$ cat src/design/assert_macros.svh
// Assertion macros shared by the path prefix binding table RTL.
`ifndef ASSERT_MACROS_SVH
`define ASSERT_MACROS_SVH
// plain invariant, checked every cycle outside reset
`define PPBT_ASSERT(lbl, cond, msg) \
	lbl: assert property (@(posedge clk) disable iff (!arst_n) (cond)) else $error(msg);
// same-cycle implication
`define PPBT_ASSERT_IMP(lbl, ante, cons, msg) \
	lbl: assert property (@(posedge clk) disable iff (!arst_n) (ante) |-> (cons)) else $error(msg);
// next-cycle implication
`define PPBT_ASSERT_NXT(lbl, ante, cons, msg) \
	lbl: assert property (@(posedge clk) disable iff (!arst_n) (ante) |=> (cons)) else $error(msg);
`endif

$ cat src/design/ppbt_pkg.sv
// Types and constants of the path prefix binding table.
package ppbt_pkg;
	localparam int unsigned CMD_W = 2;
	localparam int unsigned STS_W = 3;
	localparam int unsigned ML_W = 5;
	localparam int unsigned HDL_W = 32;
	localparam logic [7:0] SLASH = 8'h2F;

	typedef enum logic [CMD_W-1:0] {
		CMD_BIND   = 2'd0,
		CMD_LOOKUP = 2'd1,
		CMD_WCHECK = 2'd2,
		CMD_CLEAR  = 2'd3
	} cmd_t;

	typedef enum logic [STS_W-1:0] {
		ST_OK       = 3'd0,
		ST_INVALID  = 3'd1,
		ST_TOO_LONG = 3'd2,
		ST_NO_SPACE = 3'd3,
		ST_NOT_FOUND = 3'd4,
		ST_DENIED   = 3'd5
	} status_t;

	typedef struct packed {
		logic load;
		logic clr;
		logic cmp;
		logic scan_init;
		logic scan;
		logic dec;
		logic copy;
		logic commit;
		logic finish;
	} dp_cmd_t;

	typedef struct packed {
		logic last_s1;
		logic scan_last;
		logic bind_go;
		logic copy_done;
		logic out_busy;
	} dp_sts_t;
endpackage

$ cat src/design/ppbt_ram.sv
// Generic single write, single read RAM with registered read data.
module ppbt_ram #(
	parameter int unsigned WIDTH = 8,
	parameter int unsigned DEPTH = 32
) (
	input  logic                     clk,
	input  logic                     we,
	input  logic [$clog2(DEPTH)-1:0] waddr,
	input  logic [WIDTH-1:0]         wdata,
	input  logic                     re,
	input  logic [$clog2(DEPTH)-1:0] raddr,
	output logic [WIDTH-1:0]         rdata
);
	logic [WIDTH-1:0] mem_q [DEPTH];

	always_ff @(posedge clk) begin
		if (we) begin
			mem_q[waddr] <= wdata;
		end
		if (re) begin
			rdata <= mem_q[raddr];
		end
	end
endmodule

$ cat src/design/ppbt_dp.sv
// Datapath: binding store, per-character compare, scan and prefix copy.
module ppbt_dp #(
	parameter int unsigned MAX_BINDINGS = 8,
	parameter int unsigned PREFIX_CHARS = 32
) (
	input  logic                            clk,
	input  logic                            arst_n,
	input  ppbt_pkg::dp_cmd_t               cmd,
	output ppbt_pkg::dp_sts_t               sts,
	input  logic [ppbt_pkg::CMD_W-1:0]      in_cmd,
	input  logic [7:0]                      in_ch,
	input  logic                            in_last,
	input  logic [ppbt_pkg::HDL_W-1:0]      in_handle,
	input  logic                            in_mode,
	output logic                            out_valid,
	input  logic                            out_ready,
	output logic [ppbt_pkg::STS_W-1:0]      out_status,
	output logic [ppbt_pkg::HDL_W-1:0]      out_handle,
	output logic [ppbt_pkg::ML_W-1:0]       out_length,
	output logic                            out_mode
);
	import ppbt_pkg::*;

	localparam int unsigned M  = MAX_BINDINGS;
	localparam int unsigned P  = PREFIX_CHARS;
	localparam int unsigned AW = $clog2(P);
	localparam int unsigned PW = $clog2(P + 1);
	localparam int unsigned EW = (M > 1) ? $clog2(M) : 1;

	logic [PW-1:0]    pos_q, p_s1, n, k_q;
	logic             bad_q, active_q;
	logic [M-1:0]     sm_q, bok_q, used_q, mode_q;
	logic [AW-1:0]    len_q [M];
	logic [HDL_W-1:0] hdl_q [M];
	logic [7:0]       ch_s1;
	logic [CMD_W-1:0] cmd_s1;
	logic             last_s1;
	logic [HDL_W-1:0] bh_q;
	logic             bm_q;
	logic [7:0]       rd_data [M];
	logic [7:0]       buf_data;

	logic [EW-1:0]    e_q, rep_q, free_q, slot_q;
	logic             best_v_q, rep_v_q, free_v_q;
	logic [AW-1:0]    best_len_q;
	logic [HDL_W-1:0] best_hdl_q;
	logic             best_mode_q;

	logic [STS_W-1:0] res_sts_q;
	logic [HDL_W-1:0] res_hdl_q;
	logic [AW-1:0]    res_len_q;
	logic             res_mode_q;
	logic             out_valid_q;

	logic             wr_s1;
	logic [AW-1:0]    wa_s1;
	logic             issue;

	logic [PW-1:0]    e_len;
	logic             e_match, e_rep;
	logic [STS_W-1:0] dec_sts;
	logic             bind_go;
	logic [EW-1:0]    dec_slot;
	logic [AW+ML_W-1:0] len_ext;

	assign n = pos_q;
	assign issue = cmd.copy && (k_q < n);

	// per-entry prefix character stores
	for (genvar g = 0; g < M; g++) begin : g_ent
		ppbt_ram #(.WIDTH(8), .DEPTH(P)) u_chars (
			.clk   (clk),
			.we    (wr_s1 && (slot_q == EW'(g))),
			.waddr (wa_s1),
			.wdata (buf_data),
			.re    (cmd.load),
			.raddr (pos_q[AW-1:0]),
			.rdata (rd_data[g])
		);
	end

	// characters of the current path
	ppbt_ram #(.WIDTH(8), .DEPTH(P)) u_inbuf (
		.clk   (clk),
		.we    (cmd.load && (pos_q < PW'(P))),
		.waddr (pos_q[AW-1:0]),
		.wdata (in_ch),
		.re    (issue),
		.raddr (k_q[AW-1:0]),
		.rdata (buf_data)
	);

	// scan view of entry e_q
	always_comb begin
		e_len = PW'(len_q[e_q]);
		e_match = used_q[e_q] && sm_q[e_q] &&
			((e_len == PW'(1)) || (n == e_len) || ((n > e_len) && bok_q[e_q]));
		e_rep = used_q[e_q] && sm_q[e_q] && (e_len == n);
	end

	// end-of-path decision
	always_comb begin
		dec_sts = ST_OK;
		bind_go = 1'b0;
		dec_slot = rep_v_q ? rep_q : free_q;
		unique case (cmd_t'(cmd_s1))
			CMD_BIND: begin
				priority if (bad_q) dec_sts = ST_INVALID;
				else if (n >= PW'(P)) dec_sts = ST_TOO_LONG;
				else if (rep_v_q || free_v_q) bind_go = 1'b1;
				else dec_sts = ST_NO_SPACE;
			end
			CMD_LOOKUP: begin
				priority if (bad_q) dec_sts = ST_INVALID;
				else if (!best_v_q) dec_sts = ST_NOT_FOUND;
				else dec_sts = ST_OK;
			end
			default: begin
				if (active_q && !bad_q && best_v_q && !best_mode_q) begin
					dec_sts = ST_DENIED;
				end
			end
		endcase
	end

	always_ff @(posedge clk or negedge arst_n) begin
		if (!arst_n) begin
			pos_q <= '0;
			bad_q <= 1'b0;
			sm_q <= '1;
			bok_q <= '0;
			used_q <= '0;
			active_q <= 1'b0;
			out_valid_q <= 1'b0;
			wr_s1 <= 1'b0;
		end else begin
			if (cmd.cmp && (p_s1 < PW'(P))) begin
				if (p_s1 == '0) begin
					bad_q <= (ch_s1 != SLASH);
				end
				for (int e = 0; e < M; e++) begin
					if (p_s1 < PW'(len_q[e])) begin
						sm_q[e] <= sm_q[e] && (rd_data[e] == ch_s1);
					end else if (p_s1 == PW'(len_q[e])) begin
						bok_q[e] <= sm_q[e] && (ch_s1 == SLASH);
					end
				end
				pos_q <= p_s1 + PW'(1);
			end
			wr_s1 <= issue;
			if (cmd.commit) begin
				used_q[slot_q] <= 1'b1;
				active_q <= 1'b1;
			end
			if (cmd.clr) begin
				used_q <= '0;
				active_q <= 1'b0;
			end
			if (cmd.clr || cmd.finish) begin
				pos_q <= '0;
				bad_q <= 1'b0;
				sm_q <= '1;
				bok_q <= '0;
			end
			if (cmd.finish) begin
				out_valid_q <= 1'b1;
			end else if (out_ready) begin
				out_valid_q <= 1'b0;
			end
		end
	end

	always_ff @(posedge clk) begin
		if (cmd.load) begin
			ch_s1 <= in_ch;
			cmd_s1 <= in_cmd;
			last_s1 <= in_last;
			p_s1 <= pos_q;
			bh_q <= in_handle;
			bm_q <= in_mode;
		end
		if (cmd.scan_init) begin
			e_q <= '0;
			best_v_q <= 1'b0;
			rep_v_q <= 1'b0;
			free_v_q <= 1'b0;
		end
		if (cmd.scan) begin
			e_q <= e_q + EW'(1);
			if (e_match && (!best_v_q || (len_q[e_q] > best_len_q))) begin
				best_v_q <= 1'b1;
				best_len_q <= len_q[e_q];
				best_hdl_q <= hdl_q[e_q];
				best_mode_q <= mode_q[e_q];
			end
			if (e_rep && !rep_v_q) begin
				rep_v_q <= 1'b1;
				rep_q <= e_q;
			end
			if (!used_q[e_q] && !free_v_q) begin
				free_v_q <= 1'b1;
				free_q <= e_q;
			end
		end
		if (cmd.dec) begin
			k_q <= '0;
			slot_q <= dec_slot;
			res_sts_q <= dec_sts;
			if ((cmd_t'(cmd_s1) == CMD_LOOKUP) && (dec_sts == ST_OK)) begin
				res_hdl_q <= best_hdl_q;
				res_len_q <= best_len_q;
				res_mode_q <= best_mode_q;
			end else begin
				res_hdl_q <= '0;
				res_len_q <= '0;
				res_mode_q <= 1'b0;
			end
		end
		if (cmd.clr) begin
			res_sts_q <= ST_OK;
			res_hdl_q <= '0;
			res_len_q <= '0;
			res_mode_q <= 1'b0;
		end
		if (issue) begin
			k_q <= k_q + PW'(1);
		end
		wa_s1 <= k_q[AW-1:0];
		if (cmd.commit) begin
			len_q[slot_q] <= n[AW-1:0];
			hdl_q[slot_q] <= bh_q;
			mode_q[slot_q] <= bm_q;
		end
		if (cmd.finish) begin
			out_status <= res_sts_q;
			out_handle <= res_hdl_q;
			out_length <= len_ext[ML_W-1:0];
			out_mode <= res_mode_q;
		end
	end

	assign len_ext = {{ML_W{1'b0}}, res_len_q};
	assign out_valid = out_valid_q;

	assign sts.last_s1 = last_s1;
	assign sts.scan_last = (e_q == EW'(M - 1));
	assign sts.bind_go = bind_go;
	assign sts.copy_done = !issue && !wr_s1;
	assign sts.out_busy = out_valid_q && !out_ready;

	`include "assert_macros.svh"
	`PPBT_ASSERT_IMP(a_no_overwrite, cmd.finish, !out_valid_q || out_ready, "result overwritten")
	`PPBT_ASSERT(a_pos_range, pos_q <= PW'(P), "position past end")
	`PPBT_ASSERT_NXT(a_clear_empties, cmd.clr, (used_q == '0) && !active_q, "clear left bindings")
	`PPBT_ASSERT_IMP(a_commit_bind, cmd.commit, (cmd_s1 == CMD_BIND) && (res_sts_q == ST_OK), "bad commit")
endmodule

$ cat config.mk
export PLATFORM = sky130hd
export DESIGN_NAME = ppbt_dp
export DESIGN_NICKNAME = d
export VERILOG_FILES = /design/src/design/ppbt_pkg.sv /design/src/design/ppbt_ram.sv /design/src/design/ppbt_dp.sv
export VERILOG_INCLUDE_DIRS = /design/src /design/src/design
export SDC_FILE = /design/constraint.sdc
export NUM_CORES = 2
export LEC_CHECK = 0
export BUFFER_PORTS_ARGS = -buffer_cell sky130_fd_sc_hd__buf_2
export CAP_MARGIN = 20
export CORE_MARGIN = 2
export CORE_UTILIZATION = 55
export DETAILED_ROUTE_END_ITERATION = 8
export GPL_ROUTABILITY_DRIVEN = 0
export PLACE_DENSITY = 0.71
export SLEW_MARGIN = 5
export SYNTH_ARGS = -nofsm -noshare
export SYNTH_HDL_FRONTEND = slang
export SYNTH_SLANG_ARGS = --single-unit
$ cat constraint.sdc
create_clock -name clk -period 5.4 [get_ports clk]
set_clock_uncertainty 0.15 [all_clocks]
set_input_delay 0.27 -clock clk [delete_from_list [all_inputs] [get_ports clk]]
set_output_delay 0.27 -clock clk [all_outputs]
set_load 0.03 [all_outputs]
After elaboration in Yosys (flattened, before gate mapping)
Memories as Yosys holds them, arrays and structs flattened. A register that Yosys moved wholly into a read port is not among the register bits.
Cells that the tools add are included.
{"block": "op_classes", "order_cmp": 17, "bitwise_logic": 1, "n_eq_ne": 38, "multipliers": 0, "mux": 99, "reduce_logical": 101, "shifts": 0, "div": 0, "n_addsub": 3}
{"op": "2-to-1 mux 1 bit", "count": 70}
{"op": "== test 8 bit", "count": 8}
{"op": "== test 6 x 5 -> 1 bit", "count": 9}
{"op": "< comparator 6 x 5 -> 1 bit", "count": 8}
{"op": "2-to-1 mux 8 bit", "count": 6}
{"op": "nonzero test 2 bit", "count": 22}
{"op": "logical AND 1 bit", "count": 41}
{"op": "2-to-1 mux 32 bit", "count": 1}
{"op": "2-to-1 mux 6 bit", "count": 4}
{"op": "AND reduction 2 bit", "count": 12}
{"op": "AND reduction 3 bit", "count": 8}
{"op": "2-to-1 mux 3 bit", "count": 7}
{"op": "!= test 2 x 1 -> 1 bit (second input constant)", "count": 8}
{"op": "== test 3 bit (second input constant)", "count": 5}
{"op": "adder 6 x 1 -> 6 bit (second input constant)", "count": 2}
{"op": "binary-select mux 1 bit (select 3 bit)", "count": 4}
{"op": "< comparator 6 bit (second input constant)", "count": 2}
{"op": "zero test 1 bit", "count": 9}
{"op": "bitwise mux 8 bit", "count": 1}
{"op": "== test 8 x 6 -> 1 bit (second input constant)", "count": 1}
{"op": "< comparator 3 x 4 -> 1 bit (second input constant)", "count": 2}
{"op": "!= test 8 x 6 -> 1 bit (second input constant)", "count": 1}
{"op": "bitwise OR 8 bit", "count": 1}
{"op": "== test 3 x 2 -> 1 bit (second input constant)", "count": 2}
{"op": "18 further kinds", "count": 25}
{"block": "word_totals", "reg_bits": 206, "latchBits": 0, "ram_bits": 2600, "mem_count": 11, "mem_bits_ro": 0, "out_inout_bits": 47, "wordCells": 318}
{"memory": "g_ent[0].u_chars.mem_q", "words": 32, "width": 8, "read_ports": 1, "rd_clocked_by_memory_dff": 1, "write_ports": 1, "line": "ppbt_ram.sv:14", "rtl": "logic [WIDTH-1:0] mem_q [DEPTH];"}
{"memory": "g_ent[1].u_chars.mem_q", "words": 32, "width": 8, "read_ports": 1, "rd_clocked_by_memory_dff": 1, "write_ports": 1, "line": "ppbt_ram.sv:14"}
{"memory": "g_ent[2].u_chars.mem_q", "words": 32, "width": 8, "read_ports": 1, "rd_clocked_by_memory_dff": 1, "write_ports": 1, "line": "ppbt_ram.sv:14"}
{"memory": "g_ent[3].u_chars.mem_q", "words": 32, "width": 8, "read_ports": 1, "rd_clocked_by_memory_dff": 1, "write_ports": 1, "line": "ppbt_ram.sv:14"}
{"memory": "g_ent[4].u_chars.mem_q", "words": 32, "width": 8, "read_ports": 1, "rd_clocked_by_memory_dff": 1, "write_ports": 1, "line": "ppbt_ram.sv:14"}
{"memory": "g_ent[5].u_chars.mem_q", "words": 32, "width": 8, "read_ports": 1, "rd_clocked_by_memory_dff": 1, "write_ports": 1, "line": "ppbt_ram.sv:14"}
{"memory": "5 more memories"}

Depth between registers and ports, before layout
{"block": "logic_depth", "ltp_word": 9, "ltp_mapped": 11, "depth_no_buf": 10}

Hierarchy
From an unflattened synthesis, not the netlist that was laid out.
{"block": "hier_totals", "hier_cells": 5049, "area_unflattened_um2": 112922.1}
{"mod": "ppbt_ram", "instances": 9, "cells_each": 417, "seq_area_each_um2": 7927.6, "area_each_um2": 10133.5}
{"mod": "ppbt_dp", "instances": 1, "cells_each": 1296, "seq_area_each_um2": 15444.8, "area_each_um2": 21720.8}

Least setup slack after synthesis
No wires, ideal clock.
{"block": "synth_timing", "kind": "register -> register", "from": "register u_inbuf.rdata[0], read port of u_inbuf.mem_q", "to": "memory g_ent[0].u_chars.mem_q[0][0] (data pin)", "setup_ns": 0.817, "synth_period_minus_slack_ns": 4.196, "slack_ns": 1.204, "arrival_ns": 3.228, "t_required_ns": 4.433, "n_path_buf": 0, "path_stages_with_launch": 1, "path_cell_list": "edfxtp_1"}
{"element": "start, declared", "line": "ppbt_ram.sv:12", "rtl": "output logic [WIDTH-1:0] rdata"}
{"element": "end, declared", "line": "ppbt_ram.sv:14"}
Straight into the memory's write port.

==> run summary <==
========================================================================================
CP delay by family, top                                                     compound AO/OA/AOI/OAI gates
Number of placement rows                                                             164
Initial antenna violation count                                                       11
Post-Syn Area                                                               111000 sq um
Fraction of synthesis flops using an asynchronous set or reset pin                1.167%
Clock sink total                                                                    2913
Clock tree from TritonCTS                                                           done
Final standard cell utilization of the core                                       62.43%
Min Clock Period, post-route                                                    4.012 ns
Count of flip-flops with a built-in enable after synthesis                          2827
Leading cell types in the layout, fill and taps excluded                    sky130_fd_sc_hd__edfxtp_1, sky130_fd_sc_hd__mux4_2, sky130_fd_sc_hd__nor2_1
Worst Path Buf+Inv                                                                     2
Routed WL per cell                                                              31.00 um
Prevailing post-synth register cell                                         sky130_fd_sc_hd__edfxtp_1
Area growth from synthesis to layout                                              12.60%
Type of origin of the critical path                                            flip-flop
Tightest Pin Transition                                                         1.261 ns
Worst-case vdd ir drop                                                       0.0003634 V
Share of the yosys chip area belonging to registers                               78.16%
Setup violators final                                                                  0
Status                                                                      finished, final reports clean
DR vias/cell                                                                       6.453
Gr usage total                                                                    25.42%
Share of final-layout standard cells stronger than drive strength 1               23.91%
Library cell used as clock root buffer                                      sky130_fd_sc_hd__clkbuf_16
Number of gates resized after CTS                                                      0
Endpoints failing hold                                                                 0
Number of cells produced by synthesis                                               5157
Portion of the clock cycle consumed by the worst path in the final layout         74.29%
CP max stage cell                                                           sky130_fd_sc_hd__dfrtp_4
Register bit count reported by yosys                                                2913
Worst path max stage delay                                                       0.65 ns
RSZ-0062 raised after global routing                                               false
Synthesis Warnings                                                                     0
Final setup TNS                                                                     0 ns
Worst Hold Class                                                                  in2reg
Y dimension of the die                                                          453.3 um
Boundary pin count                                                                   103
Final Net Count                                                                     5628
Detailed Routing Iterations Pass 1                                                     6
CTS Buf Count                                                                        303
Most frequent standard cell in the layout excluding fill and tap cells      sky130_fd_sc_hd__edfxtp_1
Clock-pin transition on the worst setup and hold timing paths                    0.06 ns
Die width                                                                       453.3 um
Worst relative slew slack                                                         15.72%
Required time at the endpoint of the critical path                               4.98 ns
Final max-slew violation count                                                         0
HPWL Detailed                                                                  142500 um
P per Cell Area                                                             388.5 nW/um^2
Antenna-violating nets left                                                            0
Critical path peak fanout                                                             23
Buffers inserted by post-CTS timing repair                                             0
Worst skew pair latency                                                          0.93 ns
CP most frequent cell                                                       sky130_fd_sc_hd__a21o_1
Leak                                                                          0.03857 uW
Die area                                                                    205500 sq um
Max capacitance violation total                                                        0
Number of DRC violations after detailed routing                                        0
Mean instance size in the synthesized netlist                                21.53 sq um
F_max                                                                          249.3 MHz
Final wirelength                                                               259800 um
Filler cells                                                                       13250
Synthesized Nets                                                                    5273
Total of buffers placed on input and output ports                                    102
Pin count of the biggest net entering global routing                                 240
Remaining Overflow, GRT                                                                0
Initial Util                                                                      55.45%
Core Area                                                                   200300 sq um
List of cells traversed by the critical path                                inv_1 > ha_1 > a21o_1 > a21o_1 > a211oi_1 > o21ai_1 > nor2b_1 > buf_2
Number of distinct standard cells referenced by the synthesized netlist               49
Detailed Route Iter0 Violations                                                     7256
Vias in the first global route                                                     54040
First-pass GRT wire length                                                     377100 um
Number of H-tree levels                                                                5
Critical Setup Path Class                                                        reg2out
Clk buf depth                                                                          4
CP endpoint kind                                                              output pin
CP Data Arrival Time                                                             3.59 ns
Total number of vias                                                               54070
========================================================================================
## power by group
part,internal [uW],switching (uW),total (uW)
Combinational,990,2120,3110
Sequential,25800,230,26000
Clock,11200,8270,19500
Total,38000,10600,48600
## final timing paths
check	slack (ns)	cells after the start	from	to
worst max-delay path	1.39	8	n[1]	sts[1]
worst min-delay path	0.13	4	cmd[5]	free_v_q
worst max register to register	1.41	10	flip-flop	best_hdl_q[18]
worst min register to register	0.27	0	res_hdl_q[17]	out_handle[17]
max in group asynchronous	4.40	4	arst_n	n[1]
min in group asynchronous	0.48	3	arst_n	sm_q[4]
## worst register-to-register path, cell delays in order, from the launching register on
cell and delay (ns):
sky130_fd_sc_hd__dfxtp_1 0.74, sky130_fd_sc_hd__mux4_2 0.58, sky130_fd_sc_hd__mux2i_1 0.34, sky130_fd_sc_hd__inv_1 0.12
sky130_fd_sc_hd__ha_1 0.31, sky130_fd_sc_hd__nand2b_1 0.06, sky130_fd_sc_hd__a21oi_1 0.14, sky130_fd_sc_hd__o31ai_1 0.09
sky130_fd_sc_hd__a21oi_1 0.14, sky130_fd_sc_hd__o31a_2 0.64, sky130_fd_sc_hd__buf_4 0.34
## metrics by stage
| step | cell area, sq um | worst slack (ns) | hold slack (ns) | cells | power (uW) |
|---|---|---|---|---|---|
| floorplan | 111000 | 1.204 | -0.1756 | 5157 | 28310 |
| global route | 125000 | 1.133 | 0.1210 | 8375 | 49820 |
| detailed placement | 115000 | 1.402 | 0.2582 | 7767 | 29510 |
| finish | 125000 | 1.388 | 0.1259 | 8379 | 48580 |
| CTS | 125000 | 1.190 | 0.07133 | 8373 | 48780 |
| global placement | 115000 | 1.352 | 0.2470 | 7767 | 29400 |
## logic make-up (layout without fill, tap and decap cells)
logic type	count (synthesis)	in the layout	share of synthesized area, %
compound gates	374	374	2.350
xor+xnor	71	71	0.5600
fa+ha+maj	60	60	0.6760
buf+inv	323	884	1.183
flops	2913	2913	78.16
mux	725	725	14.18
other cells	0	5	0
simple gates	691	691	2.888
## synthesized netlist by cell type (26+ instances only)
| cell type | instances | area, sq um |
|---|---|---|
| sky130_fd_sc_hd__a21oi_1 | 44 | 220.2 |
| sky130_fd_sc_hd__a22oi_1 | 256 | 1922 |
| sky130_fd_sc_hd__buf_1 | 33 | 123.9 |
| sky130_fd_sc_hd__buf_2 | 51 | 255.2 |
| sky130_fd_sc_hd__clkbuf_1 | 178 | 668.1 |
| sky130_fd_sc_hd__dfrtp_1 | 26 | 650.6 |
| sky130_fd_sc_hd__dfxtp_1 | 52 | 1041 |
| sky130_fd_sc_hd__edfxtp_1 | 2827 | 84890 |
| sky130_fd_sc_hd__ha_1 | 60 | 750.7 |
| sky130_fd_sc_hd__inv_1 | 51 | 191.4 |
| sky130_fd_sc_hd__mux2_2 | 47 | 529.3 |
| sky130_fd_sc_hd__mux4_2 | 674 | 15180 |
| sky130_fd_sc_hd__nand2_1 | 59 | 221.5 |
| sky130_fd_sc_hd__nand3_1 | 26 | 130.1 |
| sky130_fd_sc_hd__nand4_1 | 95 | 594.3 |
| sky130_fd_sc_hd__nor2_1 | 392 | 1471 |
| sky130_fd_sc_hd__nor2b_1 | 66 | 412.9 |
| sky130_fd_sc_hd__o21ai_0 | 27 | 135.1 |
| sky130_fd_sc_hd__xnor2_1 | 67 | 586.8 |
## metal layers
layer	part of all wire, %	vias up	global-route usage, %
met2	47	2848	39.17
met1	39	28560	36.55
met3	10	521	5.926
met5	0	-	0
li1	-	22150	-
met4	3.3	0	8.072
## registers in the layout, summed over array words and instances, names as in the netlist, 32 cells and up, named ones only
name / count
g_ent.u_chars.mem_q: 2048
hdl_q: 256
u_inbuf.mem_q: 256
g_ent.u_chars.rdata: 64
len_q: 40
best_hdl_q: 32
bh_q: 32
out_handle: 32
res_hdl_q: 32
## cell type report
class,instances,area (sq um),share of cell area (%)
antenna,5,12.51,0.01001
clock buffer,376,7960,6.366
clock inverter,135,1079,0.8625
inverter,55,206.4,0.1651
multi-input combinational,1921,23030,18.42
sequential,2913,86800,69.42
tap,2656,3323,2.658
timing repair buffer,318,2624,2.098
## repair_timing
| action | 4_1_cts | 5_1_grt |
|---|---|---|
| endpoints found under the hold margin | 453 | 0 |
| setup endpoints to repair | 0 | 0 |
| hold buffers | 95 | 0 |
Note: power is estimated with default switching activity, not from simulation.
