$ cat src/design/assert_macros.svh
// Assertion macros shared by the path prefix binding table RTL.
`ifndef ASSERT_MACROS_SVH
`define ASSERT_MACROS_SVH
// plain invariant, checked every cycle outside reset
`define PPBT_ASSERT(lbl, cond, msg) \
	lbl: assert property (@(posedge clk) disable iff (!arst_n) (cond)) else $error(msg);
// same-cycle implication
`define PPBT_ASSERT_IMP(lbl, ante, cons, msg) \
	lbl: assert property (@(posedge clk) disable iff (!arst_n) (ante) |-> (cons)) else $error(msg);
// next-cycle implication
`define PPBT_ASSERT_NXT(lbl, ante, cons, msg) \
	lbl: assert property (@(posedge clk) disable iff (!arst_n) (ante) |=> (cons)) else $error(msg);
`endif

$ cat src/design/ppbt_pkg.sv
// Types and constants of the path prefix binding table.
package ppbt_pkg;
	localparam int unsigned CMD_W = 2;
	localparam int unsigned STS_W = 3;
	localparam int unsigned ML_W = 5;
	localparam int unsigned HDL_W = 32;
	localparam logic [7:0] SLASH = 8'h2F;

	typedef enum logic [CMD_W-1:0] {
		CMD_BIND   = 2'd0,
		CMD_LOOKUP = 2'd1,
		CMD_WCHECK = 2'd2,
		CMD_CLEAR  = 2'd3
	} cmd_t;

	typedef enum logic [STS_W-1:0] {
		ST_OK       = 3'd0,
		ST_INVALID  = 3'd1,
		ST_TOO_LONG = 3'd2,
		ST_NO_SPACE = 3'd3,
		ST_NOT_FOUND = 3'd4,
		ST_DENIED   = 3'd5
	} status_t;

	typedef struct packed {
		logic load;
		logic clr;
		logic cmp;
		logic scan_init;
		logic scan;
		logic dec;
		logic copy;
		logic commit;
		logic finish;
	} dp_cmd_t;

	typedef struct packed {
		logic last_s1;
		logic scan_last;
		logic bind_go;
		logic copy_done;
		logic out_busy;
	} dp_sts_t;
endpackage

$ cat src/design/ppbt_ctl.sv
// Sequencing state machine of the path prefix binding table.
module ppbt_ctl (
	input  logic              clk,
	input  logic              arst_n,
	input  logic              in_valid,
	input  logic              in_clear,
	output logic              in_ready,
	input  ppbt_pkg::dp_sts_t sts,
	output ppbt_pkg::dp_cmd_t cmd
);
	import ppbt_pkg::*;

	typedef enum logic [5:0] {
		S_IDLE = 6'b000001,
		S_CMP  = 6'b000010,
		S_SCAN = 6'b000100,
		S_DEC  = 6'b001000,
		S_COPY = 6'b010000,
		S_FIN  = 6'b100000
	} state_t;

	state_t state_q, state_d;

	always_comb begin
		state_d = state_q;
		cmd = '0;
		in_ready = 1'b0;
		unique case (state_q)
			S_IDLE: begin
				in_ready = 1'b1;
				if (in_valid) begin
					if (in_clear) begin
						cmd.clr = 1'b1;
						state_d = S_FIN;
					end else begin
						cmd.load = 1'b1;
						state_d = S_CMP;
					end
				end
			end
			S_CMP: begin
				cmd.cmp = 1'b1;
				cmd.scan_init = 1'b1;
				state_d = sts.last_s1 ? S_SCAN : S_IDLE;
			end
			S_SCAN: begin
				cmd.scan = 1'b1;
				if (sts.scan_last) begin
					state_d = S_DEC;
				end
			end
			S_DEC: begin
				cmd.dec = 1'b1;
				state_d = sts.bind_go ? S_COPY : S_FIN;
			end
			S_COPY: begin
				cmd.copy = 1'b1;
				if (sts.copy_done) begin
					cmd.commit = 1'b1;
					state_d = S_FIN;
				end
			end
			S_FIN: begin
				if (!sts.out_busy) begin
					cmd.finish = 1'b1;
					state_d = S_IDLE;
				end
			end
			default: state_d = S_IDLE;
		endcase
	end

	always_ff @(posedge clk or negedge arst_n) begin
		if (!arst_n) begin
			state_q <= S_IDLE;
		end else begin
			state_q <= state_d;
		end
	end

	`include "assert_macros.svh"
	`PPBT_ASSERT_NXT(a_bind_copy, (state_q == S_DEC) && sts.bind_go, state_q == S_COPY, "bind lost copy")
	`PPBT_ASSERT_IMP(a_commit_in_copy, cmd.commit, state_q == S_COPY, "commit outside copy")
endmodule

$ cat config.mk
export PLATFORM = sky130hd
export DESIGN_NAME = ppbt_ctl
export DESIGN_NICKNAME = d
export VERILOG_FILES = /design/src/design/ppbt_pkg.sv /design/src/design/ppbt_ctl.sv
export VERILOG_INCLUDE_DIRS = /design/src /design/src/design
export SDC_FILE = /design/constraint.sdc
export NUM_CORES = 1
export LEC_CHECK = 0
export ABC_CLOCK_PERIOD_IN_PS = 2400
export BUFFER_PORTS_ARGS = -buffer_cell sky130_fd_sc_hd__buf_2
export CORE_AREA = 2 2 39 41
export DETAILED_ROUTE_END_ITERATION = 8
export DIE_AREA = 0 0 41 43
export HOLD_SLACK_MARGIN = 0.05
export SETUP_SLACK_MARGIN = 0.3
export SYNTH_ARGS = -nofsm -noshare
export SYNTH_HDL_FRONTEND = slang
export SYNTH_SLANG_ARGS = --single-unit
export TNS_END_PERCENT = 20
$ cat constraint.sdc
create_clock -name clk -period 2.4 [get_ports clk]
set_clock_uncertainty 0.15 [all_clocks]
set_input_delay 0.24 -clock clk [delete_from_list [all_inputs] [get_ports clk]]
set_output_delay 0.24 -clock clk [all_outputs]
set_load 0.01 [all_outputs]
# After elaboration in Yosys (flattened, before gate mapping)
# Index checks and enable logic that the tools add are counted.
[classes] n_eq_ne=10 mux=20 reduce_logical=1
[ops] operator="two-way mux 6 bit" count=6
[ops] operator="case mux 6 bit (6 select lines)" count=1
[ops] operator="two-way mux 1 bit" count=8
[ops] operator="two-way mux 2 bit" count=4
[ops] operator="!= test 2 bit, second input constant" count=4
[ops] operator="== test 6 x 1 -> 1 bit, second input constant" count=1
[ops] operator="== test 6 x 2 -> 1 bit, second input constant" count=1
[ops] operator="== test 6 x 3 -> 1 bit, second input constant" count=1
[ops] operator="== test 6 x 4 -> 1 bit, second input constant" count=1
[ops] operator="== test 6 x 5 -> 1 bit, second input constant" count=1
[ops] operator="== test 6 bit, second input constant" count=1
[ops] operator="AND reduction 4 bit" count=1
[ops] operator="two-way mux 3 bit" count=1
[word_totals] regBits=6 out_inout_bits=10 input_bits=9 word_cells=32

# Depth between registers and ports, before layout
# Gate-level depths: netlist (run 1).
[depth] depth_word=3 depth_mapped=5 ltp_nobuf=5

# Least setup slack after synthesis (run 1)
# No wires, ideal clock.
[synth_path] path_type="register to output" start="reg state_q[5]" end="out cmd[8] (netlist name)" stages_incl_launch_ff=5 required_time_ns=2.010 t_arrival_ns=1.475 path_slack_ns=0.535 cell_sequence="dfrtp_1 > or4_1 > and2b_1 > nand2_1 > nor2_1"
[synth_rtl] element="start: declaration" line="ppbt_ctl.sv:22" text="state_t state_q, state_d;"
[synth_rtl] element="start signal: assignment" line="ppbt_ctl.sv:77" text="state_q <= state_d;"
[synth_rtl] element="end: declaration" line="ppbt_ctl.sv:9" text="output ppbt_pkg::dp_cmd_t cmd"

==> summary.md, run 1 <==
| Metric | Value |
|---|---|
| Drt total wl | `~1.1 mm` |
| TritonCTS clock tree | `built` |
| Gate power share | `0.526` |
| Num rows | `14` |
| Layout cells sized above 1 | `0.513` |
| Family with the most delay on the worst path | `simple AND/OR/NAND/NOR gates` |
| RSZ-0062 raised after global routing | `yes` |
| Critical Path Stages | `4` |
| Worst r2r dst | `state_q[3]` |
| Critical path class | `flip-flop to output pin` |
| Status | `finished clean` |
| Pins over their slew limit | `0` |
| Post-synth EDFFs | `0` |
| Relative slew slack | `0.768` |
| Core Region | `around 1400 sq um` |
| R2R depth | `5` |
| Crit start category | `flip-flop` |
| Crit path required time | `2.01 ns` |
| Fin crit share | `0.879` |
| CP arrival | `between 1.5 and 2 ns` |
| IO buf count | `18` |
| Total grt overflow | `0` |
| Synthesized area per cell | `~9.1 sq um` |
| DIE AREA | `1760 sq um` |
| First-pass GRT wire length | `~1.8 mm` |
| Mapped Cells | `47` |
| CTS Buf Count | `3` |
| Vias in the first global route | `approximately 430` |
| Placed cell area | `about 530 sq um` |
| Synth top cells by count | `nor2_1 (6), dfrtp_1 (5), inv_1 (4)` |
| Most flops, register | `state_q` |
| Internal power | `~0.35 mW` |
| Initial drt markers | `4` |
| CTS sink cnt | `6` |
| Die X-Extent | `between 40 and 50 um` |
| Max reg flops | `6` |
| Sequential power share | `0.285` |
| Hold-critical path depth | `3` |
| Buf/Inv on CP | `1` |
| Kind of end point of the critical path | `output pin` |
| H-tree depth | `1` |
| CTS root buffer | `clkbuf_4` |
| Peak supply drop | `between 0.3 and 0.4 mV` |
| Max Fclk | `474 MHz` |
| Power Total | `around 0.54 mW` |
| Delay of the slowest cell on the worst path | `approximately 0.54 ns` |
| Clock Path Buffers | `2` |
| DR WL/cell | `roughly 12 um` |
| Ys async rst share | `1.00` |
| Sw Ratio | `0.353` |
| Setup TNS Final | `0 ns` |
| Final hold violation count | `0` |
| Critical Path Start | `state_q[4]` |
| Least-Margin Pin Slew | `about 0.35 ns` |
| Synthesized net count | `56` |
| Ys Warns | `0` |
| ANT nets after route | `0` |
| Nets | `88` |
| Synth top area share | `0.293` |
| Post-synth cell types | `27` |
| Reg clk slew, reported paths | `0.05 ns` |
| Most common cell in the synthesized netlist | `nor2_1` |
| Drt pass-1 iters | `4` |
| MaxCap Viol Count | `0` |
| Residual DRC | `0` |
| Worst skew pair latency | `0.25 ns` |
| NetSw | `0.190 mW` |
| Synthesized cell area | `approximately 430 sq um` |
| Synth-to-layout area growth | `52.5%` |
| Crit path to | `cmd[7]` |
| Vias per inst | `between 5 and 6` |
| # setup viols final | `0` |
| Primary FF master, synth | `dfrtp_1` |
| Initial antenna violation count | `0` |
| Hold Crit Class | `primary input to flip-flop` |
| Cell type with the largest total area after synthesis | `dfrtp_1` |
| Overall routing resource usage | `0.158` |
| CP cell instances | `or4_4 -> and2b_2 -> and3_1 -> buf_2` |
| Die Span Y | `roughly 43 um` |
| Biggest regs | `state_q (6)` |
| Internal reg-to-reg setup slack | `roughly 0.42 ns` |
| Design area | `651 sq um` |
| Initial Utilization | `0.308` |
| Synth Register Bits | `6` |
| Dpl hpwl | `~800 um` |
| Synth area leaders | `dfrtp_1 (29%), dfstp_2 (6.2%), o221ai_4 (6.2%)` |
| Minimum clock period | `roughly 2.1 ns` |
| Critical-path maximum fanout | `3` |
| DR vias | `approximately 480` |
| Clk pwr share | `0.190` |
| LEAKAGE | `0.344 nW` |
| GP Congestion | `0.732` |
| Launching point of the worst reg2reg path | `state_q[1]` |
| Diodes inserted | `0` |
| Seq/Total Area, Yosys | `0.355` |
| Cell Pwr Density | `828 nW/um^2` |
| Largest net degree at the start of global routing | `8` |
| I/O pins | `19` |
| CP max-delay cell | `or4_4` |
-- worst min path at each step --
stage,start,endpoint
2_1_floorplan,arst_n,state_q[1]
3_3_place_gp,arst_n,state_q[1]
3_5_place_dp,arst_n,state_q[1]
4_1_cts,sts[2],state_q[4]
5_1_grt,sts[3],state_q[2]
6_report,sts[2],state_q[4]
-- layout by cell type (no fill, tap or decap), drive strengths merged --
| cell | count |
|---|---|
| a221oi | 2 |
| and3 | 1 |
| nor2b | 3 |
| nand3 | 1 |
| nor3b | 1 |
| xor2 | 1 |
| and2b | 2 |
| and2 | 1 |
| nand4b | 1 |
| or4 | 2 |
| inv | 4 |
| o31ai | 1 |
| o211ai | 1 |
| o22ai | 1 |
| dfrtp | 5 |
| nand2 | 3 |
| nand4 | 1 |
| o21ai | 4 |
| nor3 | 1 |
| dfstp | 1 |
| o221ai | 1 |
| or3b | 1 |
| clkbuf | 4 |
| buf | 26 |
| dlygate4sd3 | 2 |
| o21bai | 1 |
| nor2 | 6 |
-- cell type report --
cell class / instances / area, sq um
Timing Repair Buffer: 28 / 176
Clock buffer: 4 / 26.3
Fill cell: 128 / 733
Inverter: 4 / 15.0
Multi-Input combinational cell: 36 / 260
Tap cell: 16 / 20.0
Sequential cell: 6 / 153
-- cells by family after synthesis --
group                     count (synthesis)  synth area share
AOI/OAI and AO/OA                        11             0.226
xor gates and xnor gates                  1            0.0205
buffers and inverters                     5            0.0528
DFF                                       6             0.355
and+or+nand+nor                          24             0.346
-- repair_timing --
action	in CTS	in global routing
pin swaps	1	4
resized for setup	2	4
hold buffers	2	0
endpoints found under the hold margin	7	0
gates cloned	0	0
buffers inserted	5	3
endpoints found under the setup margin	3	8
-- routing by layer --
| metal | track usage | part of all wire | vias up | wire length, um |
|---|---|---|---|---|
| met3 | 0.0366 | 0.076 | 5 | 83 |
| met5 | 0 | 0 | - | 0 |
| li1 | - | - | 232 | - |
| met4 | 0.140 | 0.039 | 0 | 43 |
| met1 | 0.168 | 0.40 | 216 | 439 |
| met2 | 0.241 | 0.48 | 25 | 530 |
-- per-stage QoR --
step	cells	hold slack (ns)	util	setup slack (ns)
floorplan	47	-0.206	-	0.535
global placement	80	-0.0846	0.382	0.483
detailed placement	80	-0.0775	0.382	0.476
CTS	91	0.0567	0.445	0.274
global route	94	0.0693	0.470	0.226
finish	94	0.0553	0.470	0.290
-- worst min-delay path, stage by stage --
cell	delay, ns
buf_2	0.09
nand2_1	0.04
o21ai_0	0.05
-- power groups by stage --
| stage | registers, mW | logic, mW | clock network (mW) |
|---|---|---|---|
| after floorplan | 0.151 | 0.161 | 0 |
| after global placement | 0.156 | 0.217 | 0 |
| after detailed placement | 0.159 | 0.216 | 0 |
| after CTS | 0.152 | 0.265 | 0.105 |
| after global routing | 0.156 | 0.318 | 0.118 |
| final | 0.153 | 0.283 | 0.102 |
Power figures use the tool's default switching activity.
==> inputs of run 2 (changes only) <==
--- a/config.mk
+++ b/config.mk
@@ -12,7 +12,7 @@
 export DETAILED_ROUTE_END_ITERATION = 8
 export DIE_AREA = 0 0 41 43
 export HOLD_SLACK_MARGIN = 0.05
-export SETUP_SLACK_MARGIN = 0.3
+export SETUP_SLACK_MARGIN = 0.05
 export SYNTH_ARGS = -nofsm -noshare
 export SYNTH_HDL_FRONTEND = slang
 export SYNTH_SLANG_ARGS = --single-unit
==> run 2 against run 1 <==
Effect of this change: final area down 11%; largest cell class unchanged; sequential power up 3%; clock-buffer cell count unchanged; critical endpoint is now cmd[4]; global-route usage down 0.40 points; sequential share of layout area up 2.8 points; via count down 8.6%; first-iteration DRC count down 75%; largest power group unchanged; flip-flop and latch count unchanged; non-clock buffer count down 8; hold slack worse by 0.00066 ns; wire length down 7.1%; die area unchanged; highest routed layer unchanged.
==> summary.md, run 2 (same netlist as run 1, synthesis figures left out) <==
| Metric | Value |
|---|---|
| Clk pwr share | `0.211 (was 0.190)` |
| Setup TNS Final | `0 ns (unchanged)` |
| CTS root buffer | `clkbuf_4 (unchanged)` |
| Biggest regs | `state_q (6) (unchanged)` |
| Peak supply drop | `0.354 mV (was 0.398 mV)` |
| Hold Crit Class | `primary input to flip-flop (unchanged)` |
| Diodes inserted | `0 (unchanged)` |
| Relative slew slack | `0.767 (was 0.768)` |
| Power Total | `0.482 mW (was 0.539 mW)` |
| DIE AREA | `1760 sq um (unchanged)` |
| RSZ-0062 raised after global routing | `no (was yes)` |
| Pins over their slew limit | `0 (unchanged)` |
| CTS sink cnt | `6 (unchanged)` |
| Commonest non-fill, non-tap cell in the layout | `buf_2 (unchanged)` |
| Commonest non-fill, non-tap cells in the layout | `buf_2 (18), nor2_1 (6), dfrtp_1 (5) (was buf_2 (17), buf_4 (8), nor2_1 (6))` |
| Max Fclk | `460 MHz (was 474 MHz)` |
| Core Region | `1380 sq um (unchanged)` |
| GP Congestion | `0.732 (unchanged)` |
| Vias per inst | `5.08 (was 5.09)` |
| Gate power share | `0.462 (was 0.526)` |
| Setup ws final | `0.227 ns (was 0.290 ns)` |
| Largest net degree at the start of global routing | `8 (unchanged)` |
| Critical-path maximum fanout | `5 (was 3)` |
| Least-Margin Pin Slew | `0.350 ns (was 0.348 ns)` |
| Internal power | `0.305 mW (was 0.349 mW)` |
| Worst skew pair latency | `0.25 ns (about the same)` |
| IO buf count | `18 (unchanged)` |
| Total grt overflow | `0 (unchanged)` |
| ANT nets after route | `0 (unchanged)` |
| Sw Ratio | `0.367 (was 0.353)` |
| Die Span Y | `43 um (unchanged)` |
| DR WL/cell | `11.8 um (was 11.7 um)` |
| First-pass GRT wire length | `1.73 mm (was 1.78 mm)` |
| Minimum clock period | `2.17 ns (was 2.11 ns)` |
| Critical path class | `flip-flop to output pin (unchanged)` |
| Kind of end point of the critical path | `output pin (unchanged)` |
| Initial Utilization | `0.308 (unchanged)` |
| Pre-CTS setup slack | `0.476 ns (unchanged)` |
| Overall routing resource usage | `0.154 (was 0.158)` |
| Crit path required time | `2.01 ns (about the same)` |
| CTS Buf Count | `3 (unchanged)` |
| LEAKAGE | `0.308 nW (was 0.344 nW)` |
| Cell Pwr Density | `836 nW/um^2 (was 828 nW/um^2)` |
| Crit start category | `flip-flop (unchanged)` |
| Residual DRC | `0 (unchanged)` |
| Nets | `80 (was 88)` |
| TritonCTS clock tree | `built (unchanged)` |
| Drt pass-1 iters | `3 (was 4)` |
| # setup viols final | `0 (unchanged)` |
| Final hold violation count | `0 (unchanged)` |
| Synth-to-layout area growth | `35.2% (was 52.5%)` |
| Initial antenna violation count | `0 (unchanged)` |
| # fillers | `135 (was 128)` |
| Die X-Extent | `41 um (unchanged)` |
| CP arrival | `1.78 ns (was 1.72 ns)` |
| MaxCap Viol Count | `0 (unchanged)` |
| Vias in the first global route | `423 (was 427)` |
| Sequential power share | `0.327 (was 0.285)` |
| Internal reg-to-reg setup slack | `0.51 ns (was 0.42 ns)` |
| DR vias | `437 (was 478)` |
| NetSw | `0.177 mW (was 0.190 mW)` |
| Max reg flops | `6 (unchanged)` |
| Num rows | `14 (unchanged)` |
| Reg clk slew, reported paths | `0.05 ns (about the same)` |
| H-tree depth | `1 (unchanged)` |
| I/O pins | `19 (unchanged)` |
| Layout cells sized above 1 | `0.400 (was 0.513)` |
| Dpl hpwl | `810 um (unchanged)` |
| Fin crit share | `0.906 (was 0.879)` |
| Most flops, register | `state_q (unchanged)` |
| Drt total wl | `1.02 mm (was 1.10 mm)` |
| Initial drt markers | `1 (was 4)` |
| Clock Path Buffers | `2 (unchanged)` |
| Status | `finished clean (unchanged)` |
==> run 2: worst paths after layout <==
| check | endpoint | cells past startpoint | startpoint |
|---|---|---|---|
| worst min register to register | state_q[0] | 2 | state_q[5] |
| min in group asynchronous | state_q[3] | 2 | arst_n |
| worst max-delay path | cmd[4] | 4 | state_q[1] |
| max in group asynchronous | state_q[0] | 2 | arst_n |
| worst max register to register | state_q[0] | 4 | state_q[1] |
| worst min-delay path | state_q[4] | 3 | sts[2] |
==> run 2: power groups by stage <==
stage	sequential (mW)	combinational [mW]	clock, mW
after floorplan	0.151	0.161	0
after global placement	0.156	0.217	0
after detailed placement	0.159	0.216	0
after CTS	0.158	0.220	0.105
after global routing	0.161	0.257	0.118
final	0.158	0.223	0.102
==> run 2: area by class of cell <==
cell class                 instances  area, sq um  area share
timing repair buffer              20          110       0.191
clock buffer                       4         26.3      0.0456
tap                               16         20.0      0.0347
multi-input combinational         36          254       0.440
inverter                           4         15.0      0.0260
sequential                         6          151       0.262
==> run 2: critical path, cell delays in order (launching register included) <==
cell     delay [ns]
dfrtp_1        0.41
or4_4          0.53
or3b_4         0.43
inv_1          0.06
buf_2          0.12
==> run 2: metrics by stage <==
stage / hold slack (ns) / util / cells / instance area [sq um]
floorplan: -0.206 / - / 47 / 427
global placement: -0.0846 / 0.382 / 80 / 529
detailed placement: -0.0775 / 0.382 / 80 / 529
finish: 0.0547 / 0.417 / 86 / 577
global route: 0.0741 / 0.417 / 86 / 577
CTS: 0.0567 / 0.416 / 86 / 576
==> run 2: metal layers <==
layer	global-route usage	up-vias	wire, um
li1	-	215	-
met1	0.155	196	427
met2	0.231	21	474
met3	0.0419	5	74
met4	0.153	0	42
met5	0	-	0
==> run 2: repair_timing <==
| item | CTS | global route |
|---|---|---|
| hold buffers | 2 | 0 |
| hold endpoints to repair | 7 | 0 |
| setup buffers | 0 | 0 |
| setup endpoints to repair | 0 | 1 |
| resized for setup | 0 | 1 |
==> inputs of run 3 (changes only) <==
--- a/config.mk
+++ b/config.mk
@@ -8,9 +8,10 @@
 export LEC_CHECK = 0
 export ABC_CLOCK_PERIOD_IN_PS = 2400
 export BUFFER_PORTS_ARGS = -buffer_cell sky130_fd_sc_hd__buf_2
-export CORE_AREA = 2 2 39 41
+export CORE_MARGIN = 10
+export CORE_UTILIZATION = 25
 export DETAILED_ROUTE_END_ITERATION = 8
-export DIE_AREA = 0 0 41 43
+export GPL_TIMING_DRIVEN = 0
 export HOLD_SLACK_MARGIN = 0.05
 export SETUP_SLACK_MARGIN = 0.05
 export SYNTH_ARGS = -nofsm -noshare
==> run 3 against run 2 <==
Effect of this change: via count is 3.7% lower; sequential share of layout area is 0.34 points lower; combinational power hardly changed; maximum frequency is 0.76% lower; core utilization is 4.2 points lower; largest cell class unchanged; first-iteration DRC count rose to 4.0 times the previous value; hold slack improved by 0.0021 ns.
==> summary.md, run 3 (same netlist as run 1, synthesis figures left out) <==
| Metric | Value |
|---|---|
| Status | `finished clean (unchanged)` |
| Critical-path maximum fanout | `6 (was 5)` |
| Max Fclk | `457 MHz (was 460 MHz)` |
| Drt total wl | `1.09 mm (was 1.02 mm)` |
| Peak supply drop | `0.451 mV (was 0.354 mV)` |
| Final hold violation count | `0 (unchanged)` |
| Family with the most delay on the worst path | `simple AND/OR/NAND/NOR gates (unchanged)` |
| Fin crit share | `0.912 (was 0.906)` |
| Nets | `81 (was 80)` |
| Biggest regs | `state_q (6) (unchanged)` |
| Initial drt markers | `4 (was 1)` |
| Commonest non-fill, non-tap cells in the layout | `buf_2 (18), nor2_1 (6), dfrtp_1 (5) (unchanged)` |
| Hold Crit Class | `primary input to flip-flop (unchanged)` |
| # setup viols final | `0 (unchanged)` |
| GP Congestion | `0.781 (was 0.732)` |
| Max reg flops | `6 (unchanged)` |
| Initial antenna violation count | `0 (unchanged)` |
| Largest net degree at the start of global routing | `8 (unchanged)` |
| Reg clk slew, reported paths | `0.05 ns (about the same)` |
| Clock Path Buffers | `2 (unchanged)` |
| CP cell instances | `or4_4 -> or3b_4 -> inv_1 -> buf_2 (unchanged)` |
| Drt pass-1 iters | `3 (unchanged)` |
| Diodes inserted | `0 (unchanged)` |
| IO buf count | `18 (unchanged)` |
| Residual DRC | `0 (unchanged)` |
| DR vias | `421 (was 437)` |
| Synth-to-layout area growth | `37.0% (was 35.2%)` |
| CTS sink cnt | `6 (unchanged)` |
| Delay of the slowest cell on the worst path | `0.50 ns (was 0.53 ns)` |
| CTS Buf Count | `3 (unchanged)` |
| Dpl hpwl | `888 um (was 810 um)` |
| MaxCap Viol Count | `0 (unchanged)` |
| LEAKAGE | `0.313 nW (was 0.308 nW)` |
| Initial Utilization | `0.274 (was 0.308)` |
| DR WL/cell | `12.5 um (was 11.8 um)` |
| Internal reg-to-reg setup slack | `0.52 ns (was 0.51 ns)` |
| RSZ-0062 raised after global routing | `no (unchanged)` |
| CTS root buffer | `clkbuf_4 (unchanged)` |
| Crit path required time | `2.01 ns (about the same)` |
| Relative slew slack | `0.771 (was 0.767)` |
| CP max-delay cell | `or4_4 (unchanged)` |
| Crit start category | `flip-flop (unchanged)` |
| Layout cells sized above 1 | `0.408 (was 0.400)` |
| Most flops, register | `state_q (unchanged)` |
| Least-Margin Pin Slew | `0.344 ns (was 0.350 ns)` |
| I/O pins | `19 (unchanged)` |
| Pins over their slew limit | `0 (unchanged)` |
| Die X-Extent | `61.3 um (was 41 um)` |
| Placed Cells | `81 (was 80)` |
| Worst skew pair latency | `0.25 ns (about the same)` |
| Power Total | `0.484 mW (was 0.482 mW)` |
| Kind of end point of the critical path | `output pin (unchanged)` |
| Die Span Y | `61.3 um (was 43 um)` |
| Post-CTS Setup Inserts | `0 (unchanged)` |
| Vias per inst | `4.84 (was 5.08)` |
| Commonest non-fill, non-tap cell in the layout | `buf_2 (unchanged)` |
| TritonCTS clock tree | `built (unchanged)` |
| Vias in the first global route | `480 (was 423)` |
| Critical path class | `flip-flop to output pin (unchanged)` |
| Setup TNS Final | `0 ns (unchanged)` |
| Total grt overflow | `0 (unchanged)` |
| Fin util | `0.375 (was 0.417)` |
| ANT nets after route | `0 (unchanged)` |
| Num rows | `14 (unchanged)` |
| First-pass GRT wire length | `1.97 mm (was 1.73 mm)` |
| DIE AREA | `3760 sq um (was 1760 sq um)` |
| Overall routing resource usage | `0.0715 (was 0.154)` |
| Fin cells | `87 (was 86)` |
| Cell Pwr Density | `829 nW/um^2 (was 836 nW/um^2)` |
| Buf/Inv on CP | `2 (unchanged)` |
| CP arrival | `1.80 ns (was 1.78 ns)` |
| Core Region | `1560 sq um (was 1380 sq um)` |
| Minimum clock period | `2.19 ns (was 2.17 ns)` |
| H-tree depth | `1 (unchanged)` |
==> run 3: changes by cell type in the layout (fill, tap and decap cells not counted) <==
| cell | change |
|---|---|
| buf_4 | +1 |
==> run 3: worst paths after layout <==
check                           start          to  cells after the start
max in group asynchronous      arst_n  state_q[0]                      2
min in group asynchronous      arst_n  state_q[5]                      2
min                            sts[2]  state_q[4]                      3
max reg2reg                state_q[5]  state_q[0]                      4
max                        state_q[5]      cmd[4]                      4
min reg2reg                state_q[5]  state_q[0]                      2
==> run 3: stage by stage <==
| stage | instance area (sq um) | hold WS [ns] | setup slack (ns) |
|---|---|---|---|
| after floorplan | 427 | -0.206 | 0.535 |
| after global placement | 537 | -0.0846 | 0.464 |
| after detailed placement | 537 | -0.0814 | 0.469 |
| after CTS | 583 | 0.0564 | 0.172 |
| after global routing | 584 | 0.0678 | 0.0843 |
| final | 584 | 0.0567 | 0.210 |
==> run 3: worst reg2reg max path, stage by stage, from the launching register on <==
cell	delay, ns
dfrtp_1	0.42
or4_4	0.50
or3b_4	0.43
o221ai_4	0.20
o21bai_2	0.09
==> run 3: power breakdown <==
group,internal [mW],switching [mW]
clock,0.0632,0.0398
sequential,0.130,0.0247
combinational,0.114,0.112
==> run 3: final cells by class <==
cell class,instances,area [sq um]
Sequential cell,6,151
Inverter,4,15.0
Fill cell,166,975
Timing Repair Buffer,20,110
Tap cell,16,20.0
Clock buffer,4,26.3
Multi-Input combinational cell,36,254
Buffer,1,7.51
==> run 3: per-layer routing <==
metal,GRT usage,wire length [um],vias to the layer above
met4,0.0489,36,0
met1,0.0878,576,178
met2,0.0976,370,21
met5,0,0,-
met3,0.0309,106,5
li1,-,-,217
==> run 3: what timing repair did <==
item | in CTS | in global routing
resized for setup | 0 | 1
hold buffers | 2 | 0
endpoints found under the hold margin | 7 | 0
setup endpoints to repair | 0 | 1
